**src/rtl/msb_pkg.sv**
```systemverilog
// shared types, codes and widths of the multi-stack bank
package msb_pkg;

	localparam int NUM_STACKS_DEF = 8;
	localparam int POOL_NODES_DEF = 64;

	localparam int REQ_W      = 2;
	localparam int IDX_W      = 8;
	localparam int VAL_W      = 32;
	localparam int STATUS_W   = 3;
	localparam int IN_DATA_W  = 40;
	localparam int OUT_DATA_W = 32;

	localparam int QUEUE_DEPTH = 2;

	localparam logic [REQ_W-1:0] REQ_PUSH = 2'd0;
	localparam logic [REQ_W-1:0] REQ_POP  = 2'd1;
	localparam logic [REQ_W-1:0] REQ_DUMP = 2'd2;

	localparam logic [STATUS_W-1:0] ST_OK         = 3'd0;
	localparam logic [STATUS_W-1:0] ST_POP_EMPTY  = 3'd1;
	localparam logic [STATUS_W-1:0] ST_FULL       = 3'd2;
	localparam logic [STATUS_W-1:0] ST_BAD_INDEX  = 3'd3;
	localparam logic [STATUS_W-1:0] ST_IGNORED    = 3'd4;
	localparam logic [STATUS_W-1:0] ST_DUMP_EMPTY = 3'd5;

	typedef enum logic [2:0] {
		K_PUSH,
		K_POP,
		K_DUMP,
		K_IGNORE,
		K_BAD
	} cmd_kind_t;

	typedef struct packed {
		cmd_kind_t         kind;
		logic [IDX_W-1:0]  idx;
		logic [VAL_W-1:0]  value;
	} cmd_t;

endpackage

```
**src/rtl/msb_ram.sv**
```systemverilog
// generic single write port, single registered read port memory
module msb_ram #(
	parameter int WIDTH = 32,
	parameter int DEPTH = 64,
	parameter int AW    = (DEPTH > 1) ? $clog2(DEPTH) : 1
) (
	input  logic             clk,
	input  logic             we,
	input  logic [AW-1:0]    waddr,
	input  logic [WIDTH-1:0] wdata,
	input  logic [AW-1:0]    raddr,
	output logic [WIDTH-1:0] rdata
);

	logic [WIDTH-1:0] mem [DEPTH];
	logic [WIDTH-1:0] rdata_q;

	always_ff @(posedge clk) begin
		if (we) begin
			mem[waddr] <= wdata;
		end
		rdata_q <= mem[raddr];
	end

	assign rdata = rdata_q;

endmodule

```
**src/rtl/msb_front.sv**
```systemverilog
// request intake: accepts stream transfers and classifies them into commands
module msb_front #(
	parameter int NUM_STACKS = msb_pkg::NUM_STACKS_DEF
) (
	input  logic                          s_axis_tvalid,
	output logic                          s_axis_tready,
	input  logic [msb_pkg::IN_DATA_W-1:0] s_axis_tdata,
	input  logic [msb_pkg::REQ_W-1:0]     s_axis_tuser,
	input  logic                          q_full,
	output logic                          q_push,
	output msb_pkg::cmd_t                 q_cmd
);

	import msb_pkg::*;

	logic [IDX_W-1:0] idx;
	logic             bad_idx;

	assign idx     = s_axis_tdata[IDX_W-1:0];
	assign bad_idx = {1'b0, idx} >= (IDX_W+1)'(NUM_STACKS);

	assign s_axis_tready = !q_full;
	assign q_push        = s_axis_tvalid && !q_full;

	always_comb begin
		q_cmd.idx   = idx;
		q_cmd.value = s_axis_tdata[IDX_W +: VAL_W];
		case (s_axis_tuser)
			REQ_PUSH: q_cmd.kind = bad_idx ? K_BAD : K_PUSH;
			REQ_POP:  q_cmd.kind = bad_idx ? K_BAD : K_POP;
			REQ_DUMP: q_cmd.kind = bad_idx ? K_BAD : K_DUMP;
			default:  q_cmd.kind = K_IGNORE;
		endcase
	end

endmodule

```
**src/rtl/msb_queue.sv**
```systemverilog
// short command queue between intake and execution
module msb_queue (
	input  logic          clk,
	input  logic          arst_n,
	input  logic          push,
	input  msb_pkg::cmd_t push_cmd,
	output logic          full,
	input  logic          pop,
	output logic          head_valid,
	output msb_pkg::cmd_t head_cmd
);

	import msb_pkg::*;

	localparam int PTR_W = (QUEUE_DEPTH > 1) ? $clog2(QUEUE_DEPTH) : 1;
	localparam int CNT_W = $clog2(QUEUE_DEPTH + 1);

	cmd_t             ent_q [QUEUE_DEPTH];
	logic [PTR_W-1:0] wr_q;
	logic [PTR_W-1:0] rd_q;
	logic [CNT_W-1:0] cnt_q;
	logic             do_pop;

	assign full       = cnt_q == CNT_W'(QUEUE_DEPTH);
	assign head_valid = cnt_q != '0;
	assign head_cmd   = ent_q[rd_q];
	assign do_pop     = pop && head_valid;

	always_ff @(posedge clk) begin
		if (push) begin
			ent_q[wr_q] <= push_cmd;
		end
	end

	always_ff @(posedge clk or negedge arst_n) begin
		if (!arst_n) begin
			wr_q  <= '0;
			rd_q  <= '0;
			cnt_q <= '0;
		end else begin
			if (push) begin
				wr_q <= (wr_q == PTR_W'(QUEUE_DEPTH - 1)) ? '0 : wr_q + PTR_W'(1);
			end
			if (do_pop) begin
				rd_q <= (rd_q == PTR_W'(QUEUE_DEPTH - 1)) ? '0 : rd_q + PTR_W'(1);
			end
			if (push && !do_pop) begin
				cnt_q <= cnt_q + CNT_W'(1);
			end else if (do_pop && !push) begin
				cnt_q <= cnt_q - CNT_W'(1);
			end
		end
	end

endmodule

```
**src/rtl/msb_back.sv**
```systemverilog
// command execution: stack heads, node pool, free list and result register
module msb_back #(
	parameter int NUM_STACKS = msb_pkg::NUM_STACKS_DEF,
	parameter int POOL_NODES = msb_pkg::POOL_NODES_DEF
) (
	input  logic                           clk,
	input  logic                           arst_n,
	input  logic                           cmd_valid,
	input  msb_pkg::cmd_t                  cmd,
	output logic                           cmd_pop,
	output logic                           m_axis_tvalid,
	input  logic                           m_axis_tready,
	output logic [msb_pkg::OUT_DATA_W-1:0] m_axis_tdata,
	output logic [msb_pkg::STATUS_W-1:0]   m_axis_tuser,
	output logic                           m_axis_tlast
);

	import msb_pkg::*;

	localparam int LINK_W = $clog2(POOL_NODES + 1);
	localparam int NODE_W = $clog2(POOL_NODES);
	localparam int STK_W  = (NUM_STACKS > 1) ? $clog2(NUM_STACKS) : 1;
	localparam int KW     = $clog2(POOL_NODES);
	localparam logic [LINK_W-1:0] NULL_LINK = LINK_W'(POOL_NODES);
	localparam logic [KW-1:0]     K_MAX     = KW'(POOL_NODES - 1);

	localparam logic [1:0] S_IDLE = 2'd0;
	localparam logic [1:0] S_EXEC = 2'd1;
	localparam logic [1:0] S_POP  = 2'd2;
	localparam logic [1:0] S_WALK = 2'd3;

	logic [1:0]            state_q, state_d;
	logic [LINK_W-1:0]     free_q, free_d;
	logic [LINK_W-1:0]     fresh_q, fresh_d;
	logic [LINK_W-1:0]     cur_q, cur_d;
	logic [KW-1:0]         k_q, k_d;
	logic [NUM_STACKS-1:0] top_vld_q;

	logic                  out_vld_q;
	logic [VAL_W-1:0]      out_val_q;
	logic [STATUS_W-1:0]   out_st_q;
	logic                  out_last_q;

	logic [STK_W-1:0]        stk;
	logic [LINK_W-1:0]       top_rd;
	logic [LINK_W-1:0]       top_eff;
	logic                    top_we;
	logic [LINK_W-1:0]       top_wdata;
	logic [VAL_W+LINK_W-1:0] node_rd;
	logic [VAL_W-1:0]        rd_val;
	logic [LINK_W-1:0]       rd_next;
	logic                    node_we;
	logic [NODE_W-1:0]       node_waddr;
	logic [VAL_W+LINK_W-1:0] node_wdata;
	logic [NODE_W-1:0]       node_raddr;
	logic [LINK_W-1:0]       new_node;

	logic                    out_free;
	logic                    emit;
	logic [VAL_W-1:0]        e_val;
	logic [STATUS_W-1:0]     e_st;
	logic                    e_last;

	assign stk      = cmd.idx[STK_W-1:0];
	assign top_eff  = top_vld_q[stk] ? top_rd : NULL_LINK;
	assign rd_val   = node_rd[LINK_W +: VAL_W];
	assign rd_next  = node_rd[LINK_W-1:0];
	assign out_free = !out_vld_q || m_axis_tready;

	msb_ram #(
		.WIDTH (LINK_W),
		.DEPTH (NUM_STACKS)
	) u_top_ram (
		.clk   (clk),
		.we    (top_we),
		.waddr (stk),
		.wdata (top_wdata),
		.raddr (stk),
		.rdata (top_rd)
	);

	msb_ram #(
		.WIDTH (VAL_W + LINK_W),
		.DEPTH (POOL_NODES)
	) u_node_ram (
		.clk   (clk),
		.we    (node_we),
		.waddr (node_waddr),
		.wdata (node_wdata),
		.raddr (node_raddr),
		.rdata (node_rd)
	);

	always_comb begin
		state_d    = state_q;
		free_d     = free_q;
		fresh_d    = fresh_q;
		cur_d      = cur_q;
		k_d        = k_q;
		cmd_pop    = 1'b0;
		emit       = 1'b0;
		e_val      = '0;
		e_st       = ST_OK;
		e_last     = 1'b1;
		top_we     = 1'b0;
		top_wdata  = top_eff;
		node_we    = 1'b0;
		node_waddr = cur_q[NODE_W-1:0];
		node_wdata = {cmd.value, top_eff};
		node_raddr = free_q[NODE_W-1:0];
		new_node   = free_q;
		case (state_q)
			S_IDLE: begin
				if (cmd_valid && out_free) begin
					case (cmd.kind)
						K_IGNORE: begin
							emit    = 1'b1;
							e_st    = ST_IGNORED;
							cmd_pop = 1'b1;
						end
						K_BAD: begin
							emit    = 1'b1;
							e_st    = ST_BAD_INDEX;
							cmd_pop = 1'b1;
						end
						default: state_d = S_EXEC;
					endcase
				end
			end
			S_EXEC: begin
				case (cmd.kind)
					K_PUSH: begin
						emit    = 1'b1;
						cmd_pop = 1'b1;
						state_d = S_IDLE;
						if (free_q != NULL_LINK) begin
							new_node = free_q;
							free_d   = rd_next;
						end else if (fresh_q != NULL_LINK) begin
							new_node = fresh_q;
							fresh_d  = fresh_q + LINK_W'(1);
						end else begin
							e_st = ST_FULL;
						end
						if (e_st == ST_OK) begin
							node_we    = 1'b1;
							node_waddr = new_node[NODE_W-1:0];
							node_wdata = {cmd.value, top_eff};
							top_we     = 1'b1;
							top_wdata  = new_node;
						end
					end
					K_POP: begin
						if (top_eff == NULL_LINK) begin
							emit    = 1'b1;
							e_st    = ST_POP_EMPTY;
							cmd_pop = 1'b1;
							state_d = S_IDLE;
						end else begin
							node_raddr = top_eff[NODE_W-1:0];
							cur_d      = top_eff;
							state_d    = S_POP;
						end
					end
					default: begin
						if (top_eff == NULL_LINK) begin
							emit    = 1'b1;
							e_st    = ST_DUMP_EMPTY;
							cmd_pop = 1'b1;
							state_d = S_IDLE;
						end else begin
							node_raddr = top_eff[NODE_W-1:0];
							cur_d      = top_eff;
							k_d        = '0;
							state_d    = S_WALK;
						end
					end
				endcase
			end
			S_POP: begin
				top_we     = 1'b1;
				top_wdata  = rd_next;
				node_we    = 1'b1;
				node_waddr = cur_q[NODE_W-1:0];
				node_wdata = {rd_val, free_q};
				free_d     = cur_q;
				emit       = 1'b1;
				cmd_pop    = 1'b1;
				state_d    = S_IDLE;
			end
			S_WALK: begin
				node_raddr = cur_q[NODE_W-1:0];
				if (out_free) begin
					emit   = 1'b1;
					e_val  = rd_val;
					e_last = (rd_next == NULL_LINK) || (k_q == K_MAX);
					if (e_last) begin
						cmd_pop = 1'b1;
						state_d = S_IDLE;
					end else begin
						cur_d      = rd_next;
						k_d        = k_q + KW'(1);
						node_raddr = rd_next[NODE_W-1:0];
					end
				end
			end
			default: state_d = S_IDLE;
		endcase
	end

	always_ff @(posedge clk or negedge arst_n) begin
		if (!arst_n) begin
			state_q   <= S_IDLE;
			free_q    <= NULL_LINK;
			fresh_q   <= '0;
			cur_q     <= NULL_LINK;
			k_q       <= '0;
			top_vld_q <= '0;
			out_vld_q <= 1'b0;
		end else begin
			state_q <= state_d;
			free_q  <= free_d;
			fresh_q <= fresh_d;
			cur_q   <= cur_d;
			k_q     <= k_d;
			if (top_we) begin
				top_vld_q[stk] <= 1'b1;
			end
			if (emit) begin
				out_vld_q <= 1'b1;
			end else if (m_axis_tready) begin
				out_vld_q <= 1'b0;
			end
		end
	end

	always_ff @(posedge clk) begin
		if (emit) begin
			out_val_q  <= e_val;
			out_st_q   <= e_st;
			out_last_q <= e_last;
		end
	end

	assign m_axis_tvalid = out_vld_q;
	assign m_axis_tdata  = out_val_q;
	assign m_axis_tuser  = out_st_q;
	assign m_axis_tlast  = out_last_q;

	a_free_range: assert property (@(posedge clk) disable iff (!arst_n)
		free_q <= NULL_LINK)
		else $error("free list head out of range");

	a_fresh_range: assert property (@(posedge clk) disable iff (!arst_n)
		fresh_q <= NULL_LINK)
		else $error("fresh counter out of range");

	a_busy_has_cmd: assert property (@(posedge clk) disable iff (!arst_n)
		state_q != S_IDLE |-> cmd_valid)
		else $error("command lost while busy");

	a_exec_out_empty: assert property (@(posedge clk) disable iff (!arst_n)
		state_q == S_EXEC || state_q == S_POP |-> !out_vld_q)
		else $error("result register occupied during execution");

	a_pop_node: assert property (@(posedge clk) disable iff (!arst_n)
		state_q == S_POP || state_q == S_WALK |-> cur_q != NULL_LINK)
		else $error("walk on null node");

endmodule

```
**src/rtl/multi_stack_bank.sv**
```systemverilog
// multi-stack bank top level: request intake, command queue, execution unit
// a request is written into the command queue on its transfer and reaches the queue head behind earlier ones
// from the queue head: ignored or bad index answered in idle; push, empty pop or empty dump in exec; pop in pop
// a dump reads its top node in exec, then in walk gives one result per cycle while the output is not stalled
// the dump result rate is bounded by the single read port of the node memory
// reset empties every stack through per-stack valid bits, with no clearing pass
module multi_stack_bank #(
	parameter int NUM_STACKS = msb_pkg::NUM_STACKS_DEF,
	parameter int POOL_NODES = msb_pkg::POOL_NODES_DEF
) (
	input  logic                           clk,
	input  logic                           arst_n,
	input  logic                           s_axis_tvalid,
	output logic                           s_axis_tready,
	input  logic [msb_pkg::IN_DATA_W-1:0]  s_axis_tdata,  // stack_index, push_value
	input  logic [msb_pkg::REQ_W-1:0]      s_axis_tuser,  // req_type
	output logic                           m_axis_tvalid,
	input  logic                           m_axis_tready,
	output logic [msb_pkg::OUT_DATA_W-1:0] m_axis_tdata,  // out_value
	output logic [msb_pkg::STATUS_W-1:0]   m_axis_tuser,  // status
	output logic                           m_axis_tlast
);

	import msb_pkg::*;

	logic q_full;
	logic q_push;
	cmd_t q_cmd;
	logic q_pop;
	logic head_valid;
	cmd_t head_cmd;

	msb_front #(
		.NUM_STACKS (NUM_STACKS)
	) u_front (
		.s_axis_tvalid (s_axis_tvalid),
		.s_axis_tready (s_axis_tready),
		.s_axis_tdata  (s_axis_tdata),
		.s_axis_tuser  (s_axis_tuser),
		.q_full        (q_full),
		.q_push        (q_push),
		.q_cmd         (q_cmd)
	);

	msb_queue u_queue (
		.clk        (clk),
		.arst_n     (arst_n),
		.push       (q_push),
		.push_cmd   (q_cmd),
		.full       (q_full),
		.pop        (q_pop),
		.head_valid (head_valid),
		.head_cmd   (head_cmd)
	);

	msb_back #(
		.NUM_STACKS (NUM_STACKS),
		.POOL_NODES (POOL_NODES)
	) u_back (
		.clk           (clk),
		.arst_n        (arst_n),
		.cmd_valid     (head_valid),
		.cmd           (head_cmd),
		.cmd_pop       (q_pop),
		.m_axis_tvalid (m_axis_tvalid),
		.m_axis_tready (m_axis_tready),
		.m_axis_tdata  (m_axis_tdata),
		.m_axis_tuser  (m_axis_tuser),
		.m_axis_tlast  (m_axis_tlast)
	);

endmodule

```
**config.mk**
```make
export PLATFORM = sky130hd
export DESIGN_NAME = multi_stack_bank
export DESIGN_NICKNAME = d
export VERILOG_FILES = /design/src/rtl/msb_pkg.sv /design/src/rtl/msb_ram.sv /design/src/rtl/msb_front.sv /design/src/rtl/msb_queue.sv /design/src/rtl/msb_back.sv /design/src/rtl/multi_stack_bank.sv
export SDC_FILE = /design/constraint.sdc
export NUM_CORES = 2
export LEC_CHECK = 0
export BUFFER_PORTS_ARGS = -buffer_cell sky130_fd_sc_hd__buf_2
export CAP_MARGIN = 30
export CELL_PAD_IN_SITES_DETAIL_PLACEMENT = 1
export CELL_PAD_IN_SITES_GLOBAL_PLACEMENT = 1
export CORE_MARGIN = 1
export CORE_UTILIZATION = 52
export CTS_BUF_LIST = sky130_fd_sc_hd__clkbuf_8
export DETAILED_ROUTE_END_ITERATION = 6
export PLACE_DENSITY = 0.79
export SETUP_SLACK_MARGIN = 0.05
export SLEW_MARGIN = 30
export SYNTH_ARGS = -nofsm -noshare
export SYNTH_HDL_FRONTEND = slang
export SYNTH_SLANG_ARGS = --single-unit
```
**constraint.sdc**
```tcl
create_clock -name clk -period 5.03 [get_ports clk]
set_input_delay 0 -clock clk [delete_from_list [all_inputs] [get_ports clk]]
set_output_delay 0 -clock clk [all_outputs]
set_load 0.005 [all_outputs]
```
Word level (Yosys, flattened, before mapping) --
Memories as Yosys holds them, arrays and structs flattened. A register that Yosys moved wholly into a read port is not among the register bits. Cells that the tools add are included.
Word-level totals: input bits 46, memories kept 3, word-level logic and storage cells 156, register bits 78, bits in writable memories 2638, output and inout port bits 38
Memory list:
- u_back.u_node_ram.mem | depth 64, width 39, read ports 1, clocked after Yosys merged registers in 1, wr ports 1, RTL line msb_ram.sv:15 | logic [WIDTH-1:0] mem [DEPTH];
- u_queue.ent_q | depth 2, width 43, read ports 1, clocked after Yosys merged registers in 0, wr ports 1, RTL line msb_queue.sv:18 | cmd_t ent_q [QUEUE_DEPTH];
- u_back.u_top_ram.mem | depth 8, width 7, read ports 1, clocked after Yosys merged registers in 1, wr ports 1, RTL line msb_ram.sv:15
Operators by class: multiplexer cells 76, magnitude comparators 3, reductions and logical operators 29, equality and inequality tests 24, $add $sub $neg 6, bitwise operators 2
Operators with widths (count):
- $mux 7 | 11
- $mux 6 | 11
- $pmux 7 s2 | 3
- $mux 39 | 1
- $mux 3 | 8
- $pmux 6 s2 | 2
- $mux 1 | 20
- $mux 2 | 9
- $pmux 3 s2 | 3
- $eq 7x7->1 const B | 2
- $ne 7x7->1 const B | 2
- $ne 2x1->1 const B | 5
- $ne 2x2->1 const B | 5
- $reduce_and 5->1 | 2
- $reduce_bool 2->1 | 5
- $pmux 3 s3 | 1
- $eq 2x2->1 const B | 4
- $ge 8x4->1 const B | 1
- $or 8x8->8 | 1
- $pmux 1 s4 | 2
- $pmux 2 s4 | 1
- $reduce_and 4->1 | 2
- $add 7x1->7 const B | 1
- $add 6x1->6 const B | 1
- 23 further kinds | 37

Longest topological paths before layout --
An unclocked memory read counts as a cell.
depth after elaboration 12, gate-level depth with buffers 18, depth with buffers taken out 12

By module --
From an unflattened synthesis, not the netlist that was laid out.
Unflattened totals: cells, all modules 4820, area total of the unflattened synthesis 106076.7 um^2
Modules (own cells, without submodules):
- msb_ram at u_back.u_node_ram | seq. area each 75732.6 um^2, area each 95270.1 um^2, times used 1, cells an instance 4059
- msb_back | seq. area each 2034.5 um^2, area each 4586.9 um^2, times used 1, cells an instance 461
- msb_queue | seq. area each 2682.6 um^2, area each 3493.4 um^2, times used 1, cells an instance 150
- msb_ram at u_back.u_top_ram | seq. area each 1821.7 um^2, area each 2366.0 um^2, times used 1, cells an instance 101
- msb_front | seq. area each 0.0 um^2, area each 360.3 um^2, times used 1, cells an instance 49

Least setup slack after synthesis --
Ideal clock, no wire load.
path type flip-flop to flip-flop, from register u_back.free_q[6], to memory u_back.u_node_ram.mem[40][0] in the netlist's numbering (enable), data required time 4.595 ns, slack -0.255 ns, stages on the path, launching flop included 12, setup time 0.435 ns, arrival 4.849 ns, buffers on the path 1, clock period less this slack 5.285 ns, cells stage by stage dfstp_2 -> or4b_2 -> nor4_1 -> nor2b_1 -> nor2_1 -> nand2_1 -> clkbuf_1 -> nand2_1 -> o21a_1 -> nor3b_1 -> nand2_1 -> nor2_1
Between the ends: cells in the longest elaborated chain, start to end 10, elaborated cells on any way between the ends 14, classes of those cells eq/ne: 1; mux: 12; reduce/logical: 1
RTL lines:
- start, declared | RTL line msb_back.sv:33 | logic [LINK_W-1:0] free_q, free_d;
- start signal, assigned | RTL line msb_back.sv:222 | free_q <= free_d;
- $ne 7x7->1 (*) | RTL line msb_back.sv:136 | if (free_q != NULL_LINK) begin
- $mux 3 | RTL line msb_back.sv:136
- $mux 3 | RTL line msb_back.sv:131 | case (cmd.kind)
- $mux 3 | RTL line msb_back.sv:112 | case (state_q)
- $logic_not 3->1 | RTL line msb_back.sv:145 | if (e_st == ST_OK) begin
- $mux 1 | RTL line msb_back.sv:145
- $mux 1 | RTL line msb_back.sv:131
- $pmux 1 s2 | RTL line msb_back.sv:112
- $mux 1 | RTL line msb_ram.sv:19 | if (we) begin
- $mux 1 (not written as such) | RTL line msb_ram.sv:20 | mem[waddr] <= wdata;
- end, declared | RTL line msb_ram.sv:15
Mark *: on every way between the ends. The rest lies on a longest branch, timed or not. The select of a mux whose other input is x is not followed.

Worst setup path after layout --
from register u_back.k_q[0], to register u_back.u_node_ram.rdata_q[20], in the netlist u_back.u_node_ram.rdata[20], read port of u_back.u_node_ram.mem
Between the ends: cells in the longest elaborated chain, start to end 5
RTL lines:
- start, declared | RTL line msb_back.sv:36 | logic [KW-1:0] k_q, k_d;
- start signal, assigned | RTL line msb_back.sv:225 | k_q <= k_d;
- $eq 6x6->1 | RTL line msb_back.sv:196 | e_last = (rd_next == NULL_LINK) || (k_q == K_MAX);
- $logic_or 1x1->1 | RTL line msb_back.sv:196
- $mux 6 | RTL line msb_back.sv:197 | if (e_last) begin
- $mux 6 | RTL line msb_back.sv:193 | if (out_free) begin
- $pmux 6 s2 | RTL line msb_back.sv:112
- end, declared | RTL line msb_ram.sv:16 | logic [WIDTH-1:0] rdata_q;
No other way between the ends. A chain may end at the register's enable or synchronous reset.

==> impl_metrics.yaml <==
status:
  status: "complete, but fails checks"
  violations: "DRC"
setup_path:
  crit_arrival_ps: 5980
  crit_chain: "ha_1 -> and3_1 -> a221oi_1 -> buf_4 -> o211ai_1 -> buf_4 -> nor4b_4 -> buf_4 -> buf_4 -> nor4_1 -> a2111oi_0 -> a311o_1 -> a21o_1 -> o2111a_1 -> nor4_1"
  path_class: "reg -> reg"
  critical_path_required_ps: 6060
  startpoint_type: "flip-flop"
  crit_slowest_cell: "a2111oi_0"
  max_stage_delay_ps: 1040
  worstPathMaxFanout: 16
  crit_path_end_kind: "flip-flop"
  worst_path_most_repeated_cell: "buf_4"
cells_and_area:
  final_util_pct: 60.6
  stdcell_count: 9794
  final_cell_mix: "edfxtp_1 (2664), nand2_1 (882), clkbuf_8 (455), mux4_2 (361), nand3_1 (322)"
  drive_gt1_share_pct: 22.6
  area_delta_synth_final_pct: 15.8
  fillers: 17782
  layout.nets: 6804
  finish.instance_area_mm2: 0.124
  final_common_cell: "edfxtp_1"
floorplanning:
  coreArea_mm2: 0.205
  io_pins: 84
  die_y_um: 456
  rows: 166
  initial_utilization_pct: 52.3
  die_w_um: 456
  die_area_mm2: 0.208
drt:
  drt_pass1_iterations: 7
  first_iter_violations: 12108
  ant_nets: 0
  routed_wl_um: 401000
  routedWlPerCell_um: 40.9
  routed_via_density: 7.13
  drc: 8
  vias: 69861
sta:
  finalHoldWorstSlack_ps: 120
  hold_viol: 0
  period_needed_ps: 4950
  finalSetupViolCount: 0
  fmax_mhz: 202
  slew_headroom_pct: 16.0
  finalMaxSlewViolations: 0
  rsz0062_at_grt: "no"
  worst_pin_slew_ps: 1230
  finalCritPeriodShare_pct: 98.5
  fin_skew_ps: 102
cts:
  clockBufferDepth: 4
  clock_sinks: 2752
  clk_latency_ps: 1180
  post_cts_buffers: 0
  cts_root_buf: "clkbuf_8"
  htreeDepth: 5
  clk_pin_slew_ps: 80
  cts_tree: "yes"
  cts_made_buffers: 435
yosys:
  ys_seq_area_share_pct: 76.5
  ys_seq_elements: 2752
  synthesis.nets: 6120
  ys_warn_count: 0
  syn_avg_cell_area_um2: 17.7
  ys_types: 77
  synth_area_mm2: 0.107
  syn_inst: 6066
  synth_edf_count: 2664
  ys.flop_type: "edfxtp_1"
  async_flop_share_pct: 1.53
global_route:
  track_usage_pct: 38.2
  grt_pass1_vias: 71823
  grt_pass1_wl_um: 553000
  antenna_found_initial: 26
  grtUsageMet2_pct: 58.3
  grt.busiest_layer: "met2"
  grt_overflow: 0
  grtUsageMet3_pct: 12.1
  grtUsageMet1_pct: 45.6
  grt_max_degree: 65
job:
  maxCapViolations: 0
placement:
  dpl_cell_area_mm2: 0.115
  dp_cells: 8908
  place_hpwl_um: 220000
  gp_congestion: 0.925
  portBuffers: 83
hold_path:
  hold_class: "in -> reg"
-- state kept, by name, indices dropped and copies added (netlist names), 2 cells and up --
| name | count |
|---|---|
| u_back.u_node_ram.mem | 2496 |
| u_queue.ent_q | 76 |
| u_back.u_top_ram.mem | 56 |
| u_back.u_node_ram.rdata | 39 |
| u_back.m_axis_tdata | 32 |
| u_back.top_vld_q | 8 |
| u_back.cur_q | 7 |
| u_back.free_q | 7 |
| u_back.fresh_q | 7 |
| u_back.u_top_ram.rdata | 7 |
| u_back.k_q | 6 |
| u_back.m_axis_tuser | 3 |
| u_back.state_q | 2 |
| u_queue.cnt_q | 2 |
-- synthesized netlist by cell type (20+ instances only) --
master     instances  area (um^2)
nor4_1            30          188
nand2b_1          20          125
buf_4             33          248
nor2_1           170          638
and4_1            20          175
mux2i_1          238         2380
o21ai_0           86          430
inv_1             39          146
a22oi_1          109          818
nor3_1            25          125
buf_2            119          596
o2111ai_1         27          236
nand2_1          882         3310
dfrtp_1           40         1000
mux4_2           361         8130
nand3_1          325         1630
buf_1             20         75.1
clkbuf_1         143          537
nand4_1           31          194
a311oi_1          36          315
a211oi_1          29          218
buf_6             23          259
a32oi_1           53          464
a31oi_1           52          325
a21oi_1           71          355
a221oi_1          34          298
dfxtp_1           46          921
edfxtp_1        2664        80000
and3_1            69          432
-- final cells by class --
type	count	area (um^2)	share of cell area, %
antenna	17	42.5	0.0343
clock buffer	455	6260	5.05
clock inverter	321	1820	1.47
inverter	39	146	0.118
multi-input combinational	2929	24300	19.6
sequential	2752	82000	66.1
tap	2688	3360	2.71
timing repair buffer	593	6030	4.87
-- metrics by stage --
stage | setup TNS, ps | setup WS [ps]
global route | 0 | 68.1
global placement | 0 | 259
detailed placement | 0 | 49.2
floorplan | -184760 | -255
CTS | 0 | 129
finish | 0 | 76.9
-- critical path: cells and delay by family (launching register included) --
family / cells / cell delay, ps
AOI/OAI and AO/OA: 6 / 2120
buffers and inverters: 4 / 1140
and+or+nand+nor: 4 / 860
DFF: 1 / 420
adders and majority gates: 1 / 230
-- worst paths after layout --
kind                                     start                     endpoint  slack, ps  cells past startpoint
min                           s_axis_tdata[32]         u_queue.ent_q[1][24]        120                      3
max reg2reg                      u_back.k_q[0]  u_back.u_node_ram.rdata[20]         80                     15
max in group asynchronous               arst_n              u_back.cur_q[6]       4240                      5
min reg2reg                u_back.top_vld_q[7]          u_back.top_vld_q[7]        470                      1
max                              u_back.k_q[0]  u_back.u_node_ram.rdata[20]         80                     15
min in group asynchronous               arst_n          u_back.top_vld_q[4]        500                      5
-- kinds of logic after synthesis --
| logic type | synth area share [%] |
|---|---|
| xor gates and xnor gates | 0.114 |
| adders and majority gates | 0.0935 |
| buffers and inverters | 1.85 |
| AOI/OAI and AO/OA | 4.69 |
| muxes | 10.0 |
| and+or+nand+nor | 6.70 |
| DFF | 76.5 |
-- per-layer routing --
layer	up-vias	wire length, um	share of wire, %
met5	-	209	0.052
met4	14	36000	9.0
met3	1982	55700	14
met2	6803	181000	45
met1	35363	128000	32
li1	25699	-	-
-- timing repair --
item,4_1_cts,5_1_grt
resized for setup,1,6
hold buffers,89,0
pin swaps,0,2
setup endpoints to repair,2,5
hold endpoints to repair,251,0
Power is not shown: default switching activity piles up to over one toggle a cycle in this logic, so the estimate is an artifact.
